--- src/hdl/cmos_real_time_clock_macros.svh ---
// ----------------------------------------------------------------------------
// Assertion macros
// Shared concurrent assertion forms for the real-time clock.
// ----------------------------------------------------------------------------
`ifndef CMOS_REAL_TIME_CLOCK_MACROS_SVH
`define CMOS_REAL_TIME_CLOCK_MACROS_SVH

// Checked at every rising edge while reset is released.
`define RTC_ASSERT(lbl, prop, msg) \
  lbl: assert property (@(posedge clk) disable iff (!rst_n) prop) else $error(msg);

// Checked at every rising edge, reset included.
`define RTC_ASSERT_ALWAYS(lbl, prop, msg) \
  lbl: assert property (@(posedge clk) prop) else $error(msg);

`endif

--- src/hdl/rtc_pkg.sv ---
// ----------------------------------------------------------------------------
// Real-time clock package
// Types, register addresses and tables shared by the clock modules.
// ----------------------------------------------------------------------------
`default_nettype none

package rtc_pkg;

  localparam int STORE_DEPTH_DEF      = 128;
  localparam int PERIOD_THRESHOLD_DEF = 1000000;

  typedef enum logic [1:0] {
    ACT_READ  = 2'd0,
    ACT_WRITE = 2'd1,
    ACT_TICK  = 2'd2,
    ACT_ADV   = 2'd3
  } act_t;

  typedef enum logic [1:0] {
    ST_IDLE,
    ST_EXEC,
    ST_STEP2,
    ST_FIN
  } state_t;

  localparam logic [6:0] R_SEC     = 7'h00;
  localparam logic [6:0] R_SECALRM = 7'h01;
  localparam logic [6:0] R_MIN     = 7'h02;
  localparam logic [6:0] R_MINALRM = 7'h03;
  localparam logic [6:0] R_HOUR    = 7'h04;
  localparam logic [6:0] R_HOURALRM = 7'h05;
  localparam logic [6:0] R_DOW     = 7'h06;
  localparam logic [6:0] R_DOM     = 7'h07;
  localparam logic [6:0] R_MONTH   = 7'h08;
  localparam logic [6:0] R_YEAR    = 7'h09;
  localparam logic [6:0] R_STA     = 7'h0a;
  localparam logic [6:0] R_STB     = 7'h0b;
  localparam logic [6:0] R_STC     = 7'h0c;
  localparam logic [6:0] R_STD     = 7'h0d;
  localparam logic [6:0] R_CENTURY = 7'h32;

  typedef struct packed {
    logic load;
    logic exec;
    logic step2;
    logic fin;
  } cmd_t;

  typedef struct packed {
    act_t act;
    logic out_busy;
  } stat_t;

  function automatic logic [7:0] month_days(input logic [3:0] mo);
    logic [7:0] d;
    unique case (mo)
      4'd2:                      d = 8'd28;
      4'd4, 4'd6, 4'd9, 4'd11:   d = 8'd30;
      4'd1, 4'd3, 4'd5, 4'd7,
      4'd8, 4'd10, 4'd12:        d = 8'd31;
      default:                   d = 8'd0;
    endcase
    return d;
  endfunction

endpackage

`default_nettype wire

--- src/hdl/rtc_ifs.sv ---
// ----------------------------------------------------------------------------
// Real-time clock channels
// Valid/ready channels for bus items and for result items.
// ----------------------------------------------------------------------------
`default_nettype none

interface rtc_in_if;
  logic        valid;
  logic        ready;
  logic [1:0]  action;
  logic [6:0]  reg_addr;
  logic [7:0]  write_data;
  logic [19:0] elapsed_us;
  modport source (output valid, action, reg_addr, write_data, elapsed_us, input ready);
  modport sink   (input valid, action, reg_addr, write_data, elapsed_us, output ready);
endinterface

interface rtc_out_if;
  logic       valid;
  logic       ready;
  logic [7:0] read_data;
  logic       irq_raise;
  logic       irq_drop;
  modport source (output valid, read_data, irq_raise, irq_drop, input ready);
  modport sink   (input valid, read_data, irq_raise, irq_drop, output ready);
endinterface

`default_nettype wire

--- src/hdl/rtc_ctrl.sv ---
// ----------------------------------------------------------------------------
// Real-time clock controller
// Sequences each item through execute, a second step for all but writes, and result hand-off.
// ----------------------------------------------------------------------------
`default_nettype none

module rtc_ctrl (
  input  wire            clk,
  input  wire            rst_n,
  input  wire            in_valid,
  output logic           in_ready,
  input  rtc_pkg::stat_t stat,
  output rtc_pkg::cmd_t  cmd
);
  import rtc_pkg::*;
  `include "cmos_real_time_clock_macros.svh"

  state_t state_r, state_nxt;

  always_ff @(posedge clk) begin
    if (!rst_n) begin
      state_r <= ST_IDLE;
    end else begin
      state_r <= state_nxt;
    end
  end

  always_comb begin
    state_nxt = state_r;
    cmd       = '0;
    in_ready  = 1'b0;
    unique case (state_r)
      ST_IDLE: begin
        in_ready = 1'b1;
        if (in_valid) begin
          cmd.load  = 1'b1;
          state_nxt = ST_EXEC;
        end
      end
      ST_EXEC: begin
        cmd.exec  = 1'b1;
        state_nxt = (stat.act == ACT_WRITE) ? ST_FIN : ST_STEP2;
      end
      ST_STEP2: begin
        cmd.step2 = 1'b1;
        state_nxt = ST_FIN;
      end
      ST_FIN: begin
        if (!stat.out_busy) begin
          cmd.fin   = 1'b1;
          state_nxt = ST_IDLE;
        end
      end
      default: state_nxt = ST_IDLE;
    endcase
  end

  `RTC_ASSERT(a_load_exec, cmd.load |=> cmd.exec, "accepted item was not executed")
  `RTC_ASSERT(a_exec_step, (cmd.exec && stat.act != ACT_WRITE) |=> cmd.step2, "second step skipped")
  `RTC_ASSERT(a_fin_free, cmd.fin |-> !stat.out_busy, "result loaded over a waiting one")

endmodule

`default_nettype wire

--- src/hdl/rtc_dpath.sv ---
// ----------------------------------------------------------------------------
// Real-time clock datapath
// Clock registers, general store, periodic accumulator and result register.
// ----------------------------------------------------------------------------
`default_nettype none

module rtc_dpath #(
  parameter int STORE_DEPTH      = rtc_pkg::STORE_DEPTH_DEF,
  parameter int PERIOD_THRESHOLD = rtc_pkg::PERIOD_THRESHOLD_DEF
) (
  input  wire            clk,
  input  wire            rst_n,
  input  rtc_pkg::cmd_t  cmd,
  output rtc_pkg::stat_t stat,
  input  wire [1:0]      in_action,
  input  wire [6:0]      in_reg_addr,
  input  wire [7:0]      in_write_data,
  input  wire [19:0]     in_elapsed_us,
  input  wire            out_ready,
  output logic           out_valid,
  output logic [7:0]     out_read_data,
  output logic           out_irq_raise,
  output logic           out_irq_drop
);
  import rtc_pkg::*;
  `include "cmos_real_time_clock_macros.svh"

  localparam int AW = $clog2(STORE_DEPTH);
  localparam logic [39:0] THR = 40'(PERIOD_THRESHOLD);
  localparam logic [39:0] ACC_MAX = '1;

  // Latched item.
  act_t        act_r;
  logic [6:0]  addr_r;
  logic [7:0]  wdata_r;
  logic [19:0] el_r;

  // Clock and status registers.
  logic [7:0] sec_r, seca_r, min_r, mina_r, hour_r, houra_r;
  logic [7:0] dow_r, dom_r, mon_r, year_r, sta_r, stb_r, stc_r, std_r, cent_r;
  logic [39:0] acc_r;
  logic [7:0]  las_r;

  logic [7:0] rdata_r;
  logic       raise_r, drop_r, spec_r;
  logic       ov_r;
  logic [7:0] ord_r;
  logic       oraise_r, odrop_r;

  // General store.
  logic [7:0]  mem [STORE_DEPTH];
  logic        vld_r [STORE_DEPTH];
  logic [7:0]  mem_q_r;
  logic        mem_v_r;
  logic [8:0]  addr_ext;
  logic [AW-1:0] idx;
  logic        in_rng;
  logic        mem_we;

  assign addr_ext = {2'b00, addr_r};
  assign idx      = addr_ext[AW-1:0];
  assign in_rng   = addr_ext < 9'(STORE_DEPTH);

  function automatic logic [7:0] to_bcd(input logic [7:0] x, input logic bin);
    logic [15:0] p;
    logic [4:0]  q;
    logic [7:0]  r;
    p = 16'(x) * 16'd205;
    q = p[15:11];
    r = x - ({3'b000, q} * 8'd10);
    return bin ? x : {q[3:0], r[3:0]};
  endfunction

  function automatic logic [7:0] from_bcd(input logic [7:0] x, input logic bin);
    logic [7:0] t;
    t = {1'b0, x[7:4], 3'b000} + {3'b000, x[7:4], 1'b0} + {4'h0, x[3:0]};
    return bin ? x : t;
  endfunction

  function automatic logic [7:0] hour12(input logic [7:0] x, input logic h24);
    logic [7:0] h;
    h = x;
    if (!h24) begin
      if (x == 8'd0) h = 8'd12;
      else if (x > 8'd12) h = x - 8'd12;
    end
    return h;
  endfunction

  // Periodic accumulation, first step.
  logic [3:0]  code;
  logic [3:0]  sh;
  logic [35:0] p_add;
  logic [40:0] p_sum;
  logic [39:0] acc_add;

  always_comb begin
    code = sta_r[3:0];
    unique case (code)
      4'd1:    sh = 4'd8;
      4'd2:    sh = 4'd7;
      default: sh = 4'(5'd16 - {1'b0, code});
    endcase
    p_add   = (code == 4'd0) ? 36'd0 : ({16'd0, el_r} << sh);
    p_sum   = {1'b0, acc_r} + 41'(p_add);
    acc_add = p_sum[40] ? ACC_MAX : p_sum[39:0];
  end

  // Periodic check, second step.
  logic        per_hit;
  logic [7:0]  per_c;
  logic        per_irq;

  always_comb begin
    per_hit = acc_r >= THR;
    per_c   = stc_r;
    per_irq = 1'b0;
    if (per_hit) begin
      per_c = stc_r | 8'h40;
      if (stb_r[6] && !per_c[7]) begin
        per_c   = per_c | 8'h80;
        per_irq = 1'b1;
      end
    end
  end

  // Seconds carry chain.
  logic [7:0] t_sec, t_min, t_hour, t_dom, t_mon, t_year, t_cent, t_dow, t_mo, t_days;

  always_comb begin
    t_sec  = sec_r + 8'd1;
    t_min  = min_r;
    t_hour = hour_r;
    t_dom  = dom_r;
    t_mon  = mon_r;
    t_year = year_r;
    t_cent = cent_r;
    t_dow  = dow_r;
    t_mo   = mon_r;
    t_days = 8'd0;
    if (t_sec > 8'd59) begin
      t_sec = 8'd0;
      t_min = min_r + 8'd1;
      if (t_min > 8'd59) begin
        t_min  = 8'd0;
        t_hour = hour_r + 8'd1;
        if (t_hour > 8'd23) begin
          t_hour = 8'd0;
          t_mo   = (mon_r > 8'd12 || mon_r < 8'd1) ? 8'd1 : mon_r;
          t_days = month_days(t_mo[3:0]);
          if (year_r[1:0] == 2'b00 && t_mo == 8'd2) t_days = t_days + 8'd1;
          t_dom = dom_r + 8'd1;
          if (t_dom > t_days) begin
            t_dom = 8'd1;
            t_mo  = t_mo + 8'd1;
            if (t_mo > 8'd12) begin
              t_mo   = 8'd1;
              t_year = year_r + 8'd1;
              if (t_year > 8'd99) begin
                t_year = 8'd0;
                t_cent = cent_r + 8'd1;
              end
            end
            t_mon = t_mo;
          end
          t_dow = dow_r + 8'd1;
          if (t_dow > 8'd7 || t_dow < 8'd1) t_dow = 8'd1;
        end
      end
    end
  end

  // Alarm and update flags, run on the already advanced time.
  logic       al_match;
  logic [7:0] fl_c1, fl_c2;
  logic       fl_r1, fl_r2;

  always_comb begin
    al_match = (houra_r >= 8'hc0 || hour_r == houra_r) &&
               (mina_r >= 8'hc0 || min_r == mina_r) &&
               (seca_r >= 8'hc0 || (sec_r == seca_r && sec_r != las_r));
    fl_c1 = stc_r | (al_match ? 8'h20 : 8'h00);
    fl_r1 = al_match && stb_r[5] && !fl_c1[7];
    if (fl_r1) fl_c1 = fl_c1 | 8'h80;
    fl_c2 = fl_c1 | 8'h10;
    fl_r2 = stb_r[4] && !fl_c2[7];
    if (fl_r2) fl_c2 = fl_c2 | 8'h80;
  end

  logic [7:0] fb;
  logic spec_w;
  assign fb     = from_bcd(wdata_r, stb_r[2]);
  assign mem_we = cmd.exec && act_r == ACT_WRITE && in_rng && !spec_w;

  always_comb begin
    unique case (addr_r)
      R_SEC, R_SECALRM, R_MIN, R_MINALRM, R_HOUR, R_HOURALRM, R_DOW, R_DOM,
      R_MONTH, R_YEAR, R_STA, R_STB, R_STC, R_STD, R_CENTURY: spec_w = 1'b1;
      default: spec_w = 1'b0;
    endcase
  end

  always_ff @(posedge clk) begin
    if (mem_we) mem[idx] <= wdata_r;
    mem_q_r <= mem[idx];
    mem_v_r <= vld_r[idx];
  end

  always_ff @(posedge clk) begin
    if (cmd.load) begin
      act_r   <= act_t'(in_action);
      addr_r  <= in_reg_addr;
      wdata_r <= in_write_data;
      el_r    <= in_elapsed_us;
    end
  end

  always_ff @(posedge clk) begin
    if (!rst_n) begin
      sec_r <= '0; seca_r <= '0; min_r <= '0; mina_r <= '0;
      hour_r <= '0; houra_r <= '0; dow_r <= '0; dom_r <= '0;
      mon_r <= '0; year_r <= '0; sta_r <= '0; stb_r <= '0;
      stc_r <= '0; std_r <= '0; cent_r <= '0;
      acc_r <= '0;
      las_r <= 8'hff;
      for (int i = 0; i < STORE_DEPTH; i++) vld_r[i] <= 1'b0;
      rdata_r <= '0; raise_r <= 1'b0; drop_r <= 1'b0; spec_r <= 1'b0;
      ov_r <= 1'b0;
    end else begin
      if (cmd.fin) ov_r <= 1'b1;
      else if (ov_r && out_ready) ov_r <= 1'b0;
      if (mem_we) vld_r[idx] <= 1'b1;

      if (cmd.load) begin
        rdata_r <= '0;
        raise_r <= 1'b0;
        drop_r  <= 1'b0;
      end

      if (cmd.exec) begin
        spec_r <= spec_w;
        unique case (act_r)
          ACT_READ: begin
            unique case (addr_r)
              R_SEC:      rdata_r <= to_bcd(sec_r, stb_r[2]);
              R_SECALRM:  rdata_r <= to_bcd(seca_r, stb_r[2]);
              R_MIN:      rdata_r <= to_bcd(min_r, stb_r[2]);
              R_MINALRM:  rdata_r <= to_bcd(mina_r, stb_r[2]);
              R_HOUR:     rdata_r <= to_bcd(hour12(hour_r, stb_r[1]), stb_r[2]);
              R_HOURALRM: rdata_r <= to_bcd(hour12(houra_r, stb_r[1]), stb_r[2]);
              R_DOW:      rdata_r <= to_bcd(dow_r, stb_r[2]);
              R_DOM:      rdata_r <= to_bcd(dom_r, stb_r[2]);
              R_MONTH:    rdata_r <= to_bcd(mon_r, stb_r[2]);
              R_YEAR:     rdata_r <= to_bcd(year_r, stb_r[2]);
              R_CENTURY:  rdata_r <= to_bcd(cent_r, stb_r[2]);
              R_STA:      rdata_r <= sta_r;
              R_STB:      rdata_r <= stb_r;
              R_STD:      rdata_r <= std_r;
              R_STC: begin
                rdata_r <= stc_r;
                stc_r   <= '0;
                drop_r  <= 1'b1;
                acc_r   <= acc_add;
              end
              default: rdata_r <= '0;
            endcase
          end
          ACT_WRITE: begin
            acc_r <= '0;
            unique case (addr_r)
              R_SEC:      sec_r   <= fb;
              R_SECALRM:  seca_r  <= fb;
              R_MIN:      min_r   <= fb;
              R_MINALRM:  mina_r  <= fb;
              R_HOUR:     hour_r  <= fb;
              R_HOURALRM: houra_r <= fb;
              R_DOW:      dow_r   <= fb;
              R_DOM:      dom_r   <= fb;
              R_MONTH:    mon_r   <= fb;
              R_YEAR:     year_r  <= fb;
              R_CENTURY:  cent_r  <= fb;
              R_STA:      sta_r   <= wdata_r & 8'h7f;
              R_STB:      stb_r   <= wdata_r;
              default: begin
                // Status C and D are read-only; other in-range bytes go to the store.
              end
            endcase
          end
          ACT_TICK: begin
            if (!stb_r[7]) begin
              sec_r  <= t_sec;
              min_r  <= t_min;
              hour_r <= t_hour;
              dom_r  <= t_dom;
              mon_r  <= t_mon;
              year_r <= t_year;
              cent_r <= t_cent;
              dow_r  <= t_dow;
            end
          end
          ACT_ADV: acc_r <= acc_add;
          default: ;
        endcase
      end

      if (cmd.step2) begin
        unique case (act_r)
          ACT_READ: begin
            if (addr_r == R_STC) begin
              stc_r   <= per_c;
              raise_r <= per_irq;
              if (per_hit && !stc_r[6]) acc_r <= acc_r - THR;
            end
            if (!spec_r) rdata_r <= (in_rng && mem_v_r) ? mem_q_r : 8'h00;
          end
          ACT_TICK: begin
            if (!stb_r[7]) begin
              stc_r   <= fl_c2;
              raise_r <= fl_r1 | fl_r2;
              sta_r   <= sta_r & 8'h7f;
              if (al_match) las_r <= sec_r;
            end
          end
          ACT_ADV: begin
            stc_r   <= per_c;
            raise_r <= per_irq;
            if (per_hit && !stc_r[6]) acc_r <= acc_r - THR;
          end
          default: ;
        endcase
      end
    end
  end

  always_ff @(posedge clk) begin
    if (cmd.fin) begin
      ord_r    <= rdata_r;
      oraise_r <= raise_r;
      odrop_r  <= drop_r;
    end
  end

  assign stat.act      = act_r;
  assign stat.out_busy = ov_r && !out_ready;
  assign out_valid     = ov_r;
  assign out_read_data = ord_r;
  assign out_irq_raise = oraise_r;
  assign out_irq_drop  = odrop_r;

  `RTC_ASSERT(a_fin_valid, cmd.fin |=> ov_r, "result register not loaded")
  `RTC_ASSERT(a_hold, (ov_r && !out_ready) |=> ov_r && $stable(ord_r), "waiting result changed")
  `RTC_ASSERT_ALWAYS(a_rst_empty, !rst_n |=> !ov_r, "result valid after reset")

endmodule

`default_nettype wire

--- src/hdl/cmos_real_time_clock.sv ---
// ----------------------------------------------------------------------------
// CMOS real-time clock
// Register-file clock with BCD access, second updates, alarm and periodic flag.
// ----------------------------------------------------------------------------
//
//   Channel   Direction  Contents
//   in_ch     sink       action, reg_addr, write_data, elapsed_us
//   out_ch    source     read_data, irq_raise, irq_drop
//
// A write goes from acceptance through the execute and hand-off steps; a read,
// a second tick and a time advance take the second step between them, needed
// by the registered store read and by the periodic and alarm checks that follow
// the first update. One item is in flight at a time, but a new item is accepted
// while the previous result still waits on out_ch. A stalled result holds the
// block in its hand-off step until it is taken. Reset is synchronous and clears
// the clock registers and store valid bits at once, so no clearing pass is needed.
`default_nettype none

module cmos_real_time_clock #(
  parameter int STORE_DEPTH      = rtc_pkg::STORE_DEPTH_DEF,
  parameter int PERIOD_THRESHOLD = rtc_pkg::PERIOD_THRESHOLD_DEF
) (
  input  wire        clk,
  input  wire        rst_n,
  rtc_in_if.sink     in_ch,
  rtc_out_if.source  out_ch
);
  import rtc_pkg::*;

  cmd_t  cmd;
  stat_t stat;

  // The controller only sequences; every register of the clock lives in the
  // datapath.
  rtc_ctrl u_ctrl (
    .clk      (clk),
    .rst_n    (rst_n),
    .in_valid (in_ch.valid),
    .in_ready (in_ch.ready),
    .stat     (stat),
    .cmd      (cmd)
  );

  rtc_dpath #(
    .STORE_DEPTH      (STORE_DEPTH),
    .PERIOD_THRESHOLD (PERIOD_THRESHOLD)
  ) u_dpath (
    .clk           (clk),
    .rst_n         (rst_n),
    .cmd           (cmd),
    .stat          (stat),
    .in_action     (in_ch.action),
    .in_reg_addr   (in_ch.reg_addr),
    .in_write_data (in_ch.write_data),
    .in_elapsed_us (in_ch.elapsed_us),
    .out_ready     (out_ch.ready),
    .out_valid     (out_ch.valid),
    .out_read_data (out_ch.read_data),
    .out_irq_raise (out_ch.irq_raise),
    .out_irq_drop  (out_ch.irq_drop)
  );

endmodule

`default_nettype wire

--- src/flat_wrapper.sv ---
// flat-port wrapper written by rule: the top's interface ports become plain ports
module cmos_real_time_clock_flat import rtc_pkg::*;
#(
  parameter int STORE_DEPTH      = rtc_pkg::STORE_DEPTH_DEF,
  parameter int PERIOD_THRESHOLD = rtc_pkg::PERIOD_THRESHOLD_DEF
)
  (clk, rst_n, in_ch_valid, in_ch_action, in_ch_reg_addr, in_ch_write_data, in_ch_elapsed_us, in_ch_ready, out_ch_valid, out_ch_read_data, out_ch_irq_raise, out_ch_irq_drop, out_ch_ready);
  rtc_in_if in_ch_i ();
  rtc_out_if out_ch_i ();
  input  wire clk;
  input  wire rst_n;
  input wire logic [$bits(in_ch_i.valid)-1:0] in_ch_valid;
  input wire logic [$bits(in_ch_i.action)-1:0] in_ch_action;
  input wire logic [$bits(in_ch_i.reg_addr)-1:0] in_ch_reg_addr;
  input wire logic [$bits(in_ch_i.write_data)-1:0] in_ch_write_data;
  input wire logic [$bits(in_ch_i.elapsed_us)-1:0] in_ch_elapsed_us;
  output wire logic [$bits(in_ch_i.ready)-1:0] in_ch_ready;
  output wire logic [$bits(out_ch_i.valid)-1:0] out_ch_valid;
  output wire logic [$bits(out_ch_i.read_data)-1:0] out_ch_read_data;
  output wire logic [$bits(out_ch_i.irq_raise)-1:0] out_ch_irq_raise;
  output wire logic [$bits(out_ch_i.irq_drop)-1:0] out_ch_irq_drop;
  input wire logic [$bits(out_ch_i.ready)-1:0] out_ch_ready;
  assign in_ch_i.valid = in_ch_valid;
  assign in_ch_i.action = in_ch_action;
  assign in_ch_i.reg_addr = in_ch_reg_addr;
  assign in_ch_i.write_data = in_ch_write_data;
  assign in_ch_i.elapsed_us = in_ch_elapsed_us;
  assign in_ch_ready = in_ch_i.ready;
  assign out_ch_valid = out_ch_i.valid;
  assign out_ch_read_data = out_ch_i.read_data;
  assign out_ch_irq_raise = out_ch_i.irq_raise;
  assign out_ch_irq_drop = out_ch_i.irq_drop;
  assign out_ch_i.ready = out_ch_ready;
  cmos_real_time_clock #(.STORE_DEPTH(STORE_DEPTH), .PERIOD_THRESHOLD(PERIOD_THRESHOLD)) u_core (.clk(clk), .rst_n(rst_n), .in_ch(in_ch_i), .out_ch(out_ch_i));
endmodule
--- config.mk ---
export PLATFORM = sky130hd
export DESIGN_NAME = cmos_real_time_clock_flat
export DESIGN_NICKNAME = d
export VERILOG_FILES = /design/src/hdl/rtc_pkg.sv /design/src/hdl/rtc_ifs.sv /design/src/hdl/rtc_ctrl.sv /design/src/hdl/rtc_dpath.sv /design/src/hdl/cmos_real_time_clock.sv /design/src/flat_wrapper.sv
export VERILOG_INCLUDE_DIRS = /design/src /design/src/hdl
export SDC_FILE = /design/constraint.sdc
export NUM_CORES = 2
export LEC_CHECK = 0
export ABC_CLOCK_PERIOD_IN_PS = 11600
export BUFFER_PORTS_ARGS = -buffer_cell sky130_fd_sc_hd__buf_4
export CORE_UTILIZATION = 40
export CTS_BUF_LIST = sky130_fd_sc_hd__clkbuf_8
export DETAILED_ROUTE_END_ITERATION = 6
export GPL_TIMING_DRIVEN = 0
export SYNTH_ARGS = -nofsm -noshare
export SYNTH_HDL_FRONTEND = slang
export SYNTH_HIERARCHICAL = 1
export SYNTH_SLANG_ARGS = --single-unit
--- constraint.sdc ---
create_clock -name clk -period 11.6 [get_ports clk]
set_input_delay 0.58 -clock clk [delete_from_list [all_inputs] [get_ports clk]]
set_output_delay 0.58 -clock clk [all_outputs]
set_load 0.01 [all_outputs]
==> results.yml <==
yosys:
  ys.flop_type: "edfxtp_1"
  async_flop_share_pct: 0
  synth_area_mm2: 0.0738
  syn_area_per_cell_um2: 12.9
  synth_most_common_cell: "edfxtp_1"
  yosys_warnings: 6
  ys_ff_latch: 1383
  ys_types: 100
  synth_top_area_cell: "edfxtp_1"
  synth_edf_count: 1071
  synth_top_area_share_pct: 43.6
  netlist_instances: 5713
  syn_nets: 6415
  synthTopCellsByArea: "edfxtp_1 (44%), mux4_2 (11%), ha_1 (8.9%)"
  synth_seq_area_share_pct: 52.1
  ys_top_cells_by_count: "edfxtp_1 (1,071), nor2_1 (624), ha_1 (526), inv_1 (488), mux4_2 (372)"
place:
  gp_congestion: 1.01
  place_area_mm2: 0.0783
  dp.cells: 8274
  dp_hpwl_um: 174000
  place_ws_ps: 3310
  io_buffers: 52
setup_path:
  crit_slowest_cell: "o31ai_1"
  r2r-end: "u_core/u_dpath/rdata_r[2]"
  critPathLaunchType: "flop"
  slowest_delay_ps: 990
  required_ps: 12430
  critPathArrivalTime_ps: 9360
  reg2reg_depth: 25
  worstReg2RegStart: "u_core/u_dpath/hour_r[0]"
  timing_worst_setup_path_type: "reg -> reg"
  reg2reg_slack_ps: 3070
  endpoint_kind: "flop"
  cp_common_cell: "ha_1"
  cp_max_fo: 9
routing:
  dr.pass1.iters: 7
  wl_per_cell_um: 27.0
  drtAntennaViolNets: 0
  via_per_inst: 5.85
  first_iter_violations: 6124
  remaining_drc_errors: 1
  wirelength_um: 236000
  vias: 51123
power_and_ir_drop:
  vdd.ir_drop.worst_v: 0.000164
  leakagePower_nw: 32.0
  finalPower_mw: 14.8
  cellPowerDensity_mw_per_mm2: 177
sta:
  skew_ps: 59.1
  max_slew_margin_pct: -3.28
  final.setup.worst_slack_ps: 3070
  hold_violations: 0
  min_period_ps: 8530
  clock.fmax_mhz: 117
  period_share_pct: 73.6
  setup_viol: 0
  rsz0062_at_grt: "false"
  tns_ps: 0
  final_max_slew_viol_count: 37
  worst_pin_slew_ps: 1530
min_path:
  min_path_cells: 2
  min_from: "in_ch_elapsed_us[7]"
  min_path_type: "in -> reg"
  holdPathEnd: "u_core/u_dpath/el_r[7]"
clock_tree:
  clk_pin_slew_ps: 70
  cts-root-buf: "clkbuf_8"
  cts_sinks: 1383
  cts_max_path_buffers: 3
  tritoncts: "yes"
  htreeDepth: 4
  post_cts_buffers: 0
  clock_latency_ps: 970
  cts_buffers: 221
cells_and_area:
  fillers: 16588
  nets: 6776
  seq_area_mm2: 0.0384
  area_delta_synth_final_pct: 13.1
  drive_gt1_share_pct: 14.0
  final_area_mm2: 0.0834
  stdcell_count: 8736
  multi_input_area_mm2: 0.0324
die:
  ios: 53
  die-height_um: 431
  start_util_pct: 40.3
  die_area_mm2: 0.186
  fp.dieW_um: 431
  coreArea_mm2: 0.183
  fp-row-count: 157
global_routing:
  grt_remaining_overflow: 0
  grt_pass1_vias: 49726
  grt_max_degree: 38
  grt_pass1_wl_um: 340000
  grt_usage_pct: 25.1
  antenna_found_initial: 10
outcome:
  status: "finished, violations left"
  violations: "design-rule violations, max-capacitance violations, max-slew violations"
job:
  maxCapViolCount: 6
## worst max-delay path by stage
stage	startpoint	end	cells after the start
CTS	u_core/u_dpath/hour_r[0]	u_core/u_dpath/rdata_r[2]	26
floorplan	u_core/u_dpath/hour_r[0]	u_core/u_dpath/rdata_r[3]	28
global route	u_core/u_dpath/hour_r[0]	u_core/u_dpath/rdata_r[2]	25
global placement	u_core/u_dpath/hour_r[0]	u_core/u_dpath/rdata_r[2]	26
finish	u_core/u_dpath/hour_r[0]	u_core/u_dpath/rdata_r[2]	25
detailed placement	u_core/u_dpath/hour_r[0]	u_core/u_dpath/rdata_r[2]	26
## flip-flops by register name, indices dropped and copies added (netlist names), 20 cells and up, named ones only
signal                cells
u_core/u_dpath/vld_r    128
u_core/u_dpath/el_r      20
u_core/u_dpath/acc_r     40
u_core/u_dpath/mem     1024
## metal layers
metal / wire [um] / track usage, %
met5: 19 / 0
met3: 22300 / 5.20
met1: 93700 / 33.1
met2: 108000 / 39.5
met4: 12300 / 11.8
## cells by family (layout without fill, tap and decap cells)
logic type | Yosys count | in the layout | share of synthesized area, %
muxes | 480 | 480 | 12.8
xor gates and xnor gates | 211 | 211 | 2.59
AOI/OAI and AO/OA | 913 | 913 | 7.88
other | 0 | 1 | 0
and+or+nand+nor | 1313 | 1313 | 8.08
buffers and inverters | 752 | 1310 | 3.95
DFF | 1383 | 1383 | 52.1
adders and majority gates | 661 | 661 | 12.6
## cell type report
class | instances | share of cell area [%]
diodes | 1 | 0.00300
well taps | 2464 | 3.70
plain buffers | 263 | 1.31
clock buffers | 257 | 4.24
inverters | 489 | 2.20
repair buffers | 138 | 2.26
clock inverters | 163 | 1.37
multi-input cells | 3578 | 38.9
flip-flops and latches | 1383 | 46.0
## report_power, final
group | switching [mW] | internal [mW] | total [mW]
Sequential | 0.133 | 5.62 | 5.75
Combinational | 2.91 | 1.73 | 4.64
Clock | 2.04 | 2.33 | 4.37
## layout by cell type (no fill, tap or decap), types with 47 or more instances in the layout
cell type / count
mux2i_1: 94
ha_1: 526
inv_1: 572
xor2_1: 73
clkbuf_8: 258
nand2_1: 261
buf_4: 57
nor3_1: 91
nand3_1: 86
fa_1: 135
edfxtp_1: 1071
dfxtp_1: 312
mux4_2: 372
a21oi_1: 282
clkbuf_1: 192
nor2_1: 623
xnor2_1: 134
a21o_1: 47
o21ai_0: 206
## timing repair
action	in CTS	in global routing
hold buffers	41	0
resized for setup	0	0
hold endpoints to repair	41	0
## worst max-delay path: cells and delay by family, from the launching register on
family | cells | cell delay, ps
AO/OA/AOI/OAI | 12 | 3810
XOR/XNOR | 1 | 270
adder cells (fa/ha/maj) | 7 | 2880
buffers and inverters | 3 | 200
flip-flops | 1 | 540
AND/OR/NAND/NOR | 2 | 710
## stage by stage
step	hold slack, ps	util (%)
5_1_grt	288	45.6
6_report	329	45.6
2_1_floorplan	400	-
3_5_place_dp	420	42.8
4_1_cts	232	45.6
3_3_place_gp	424	42.2
Power figures use the tool's default switching activity.
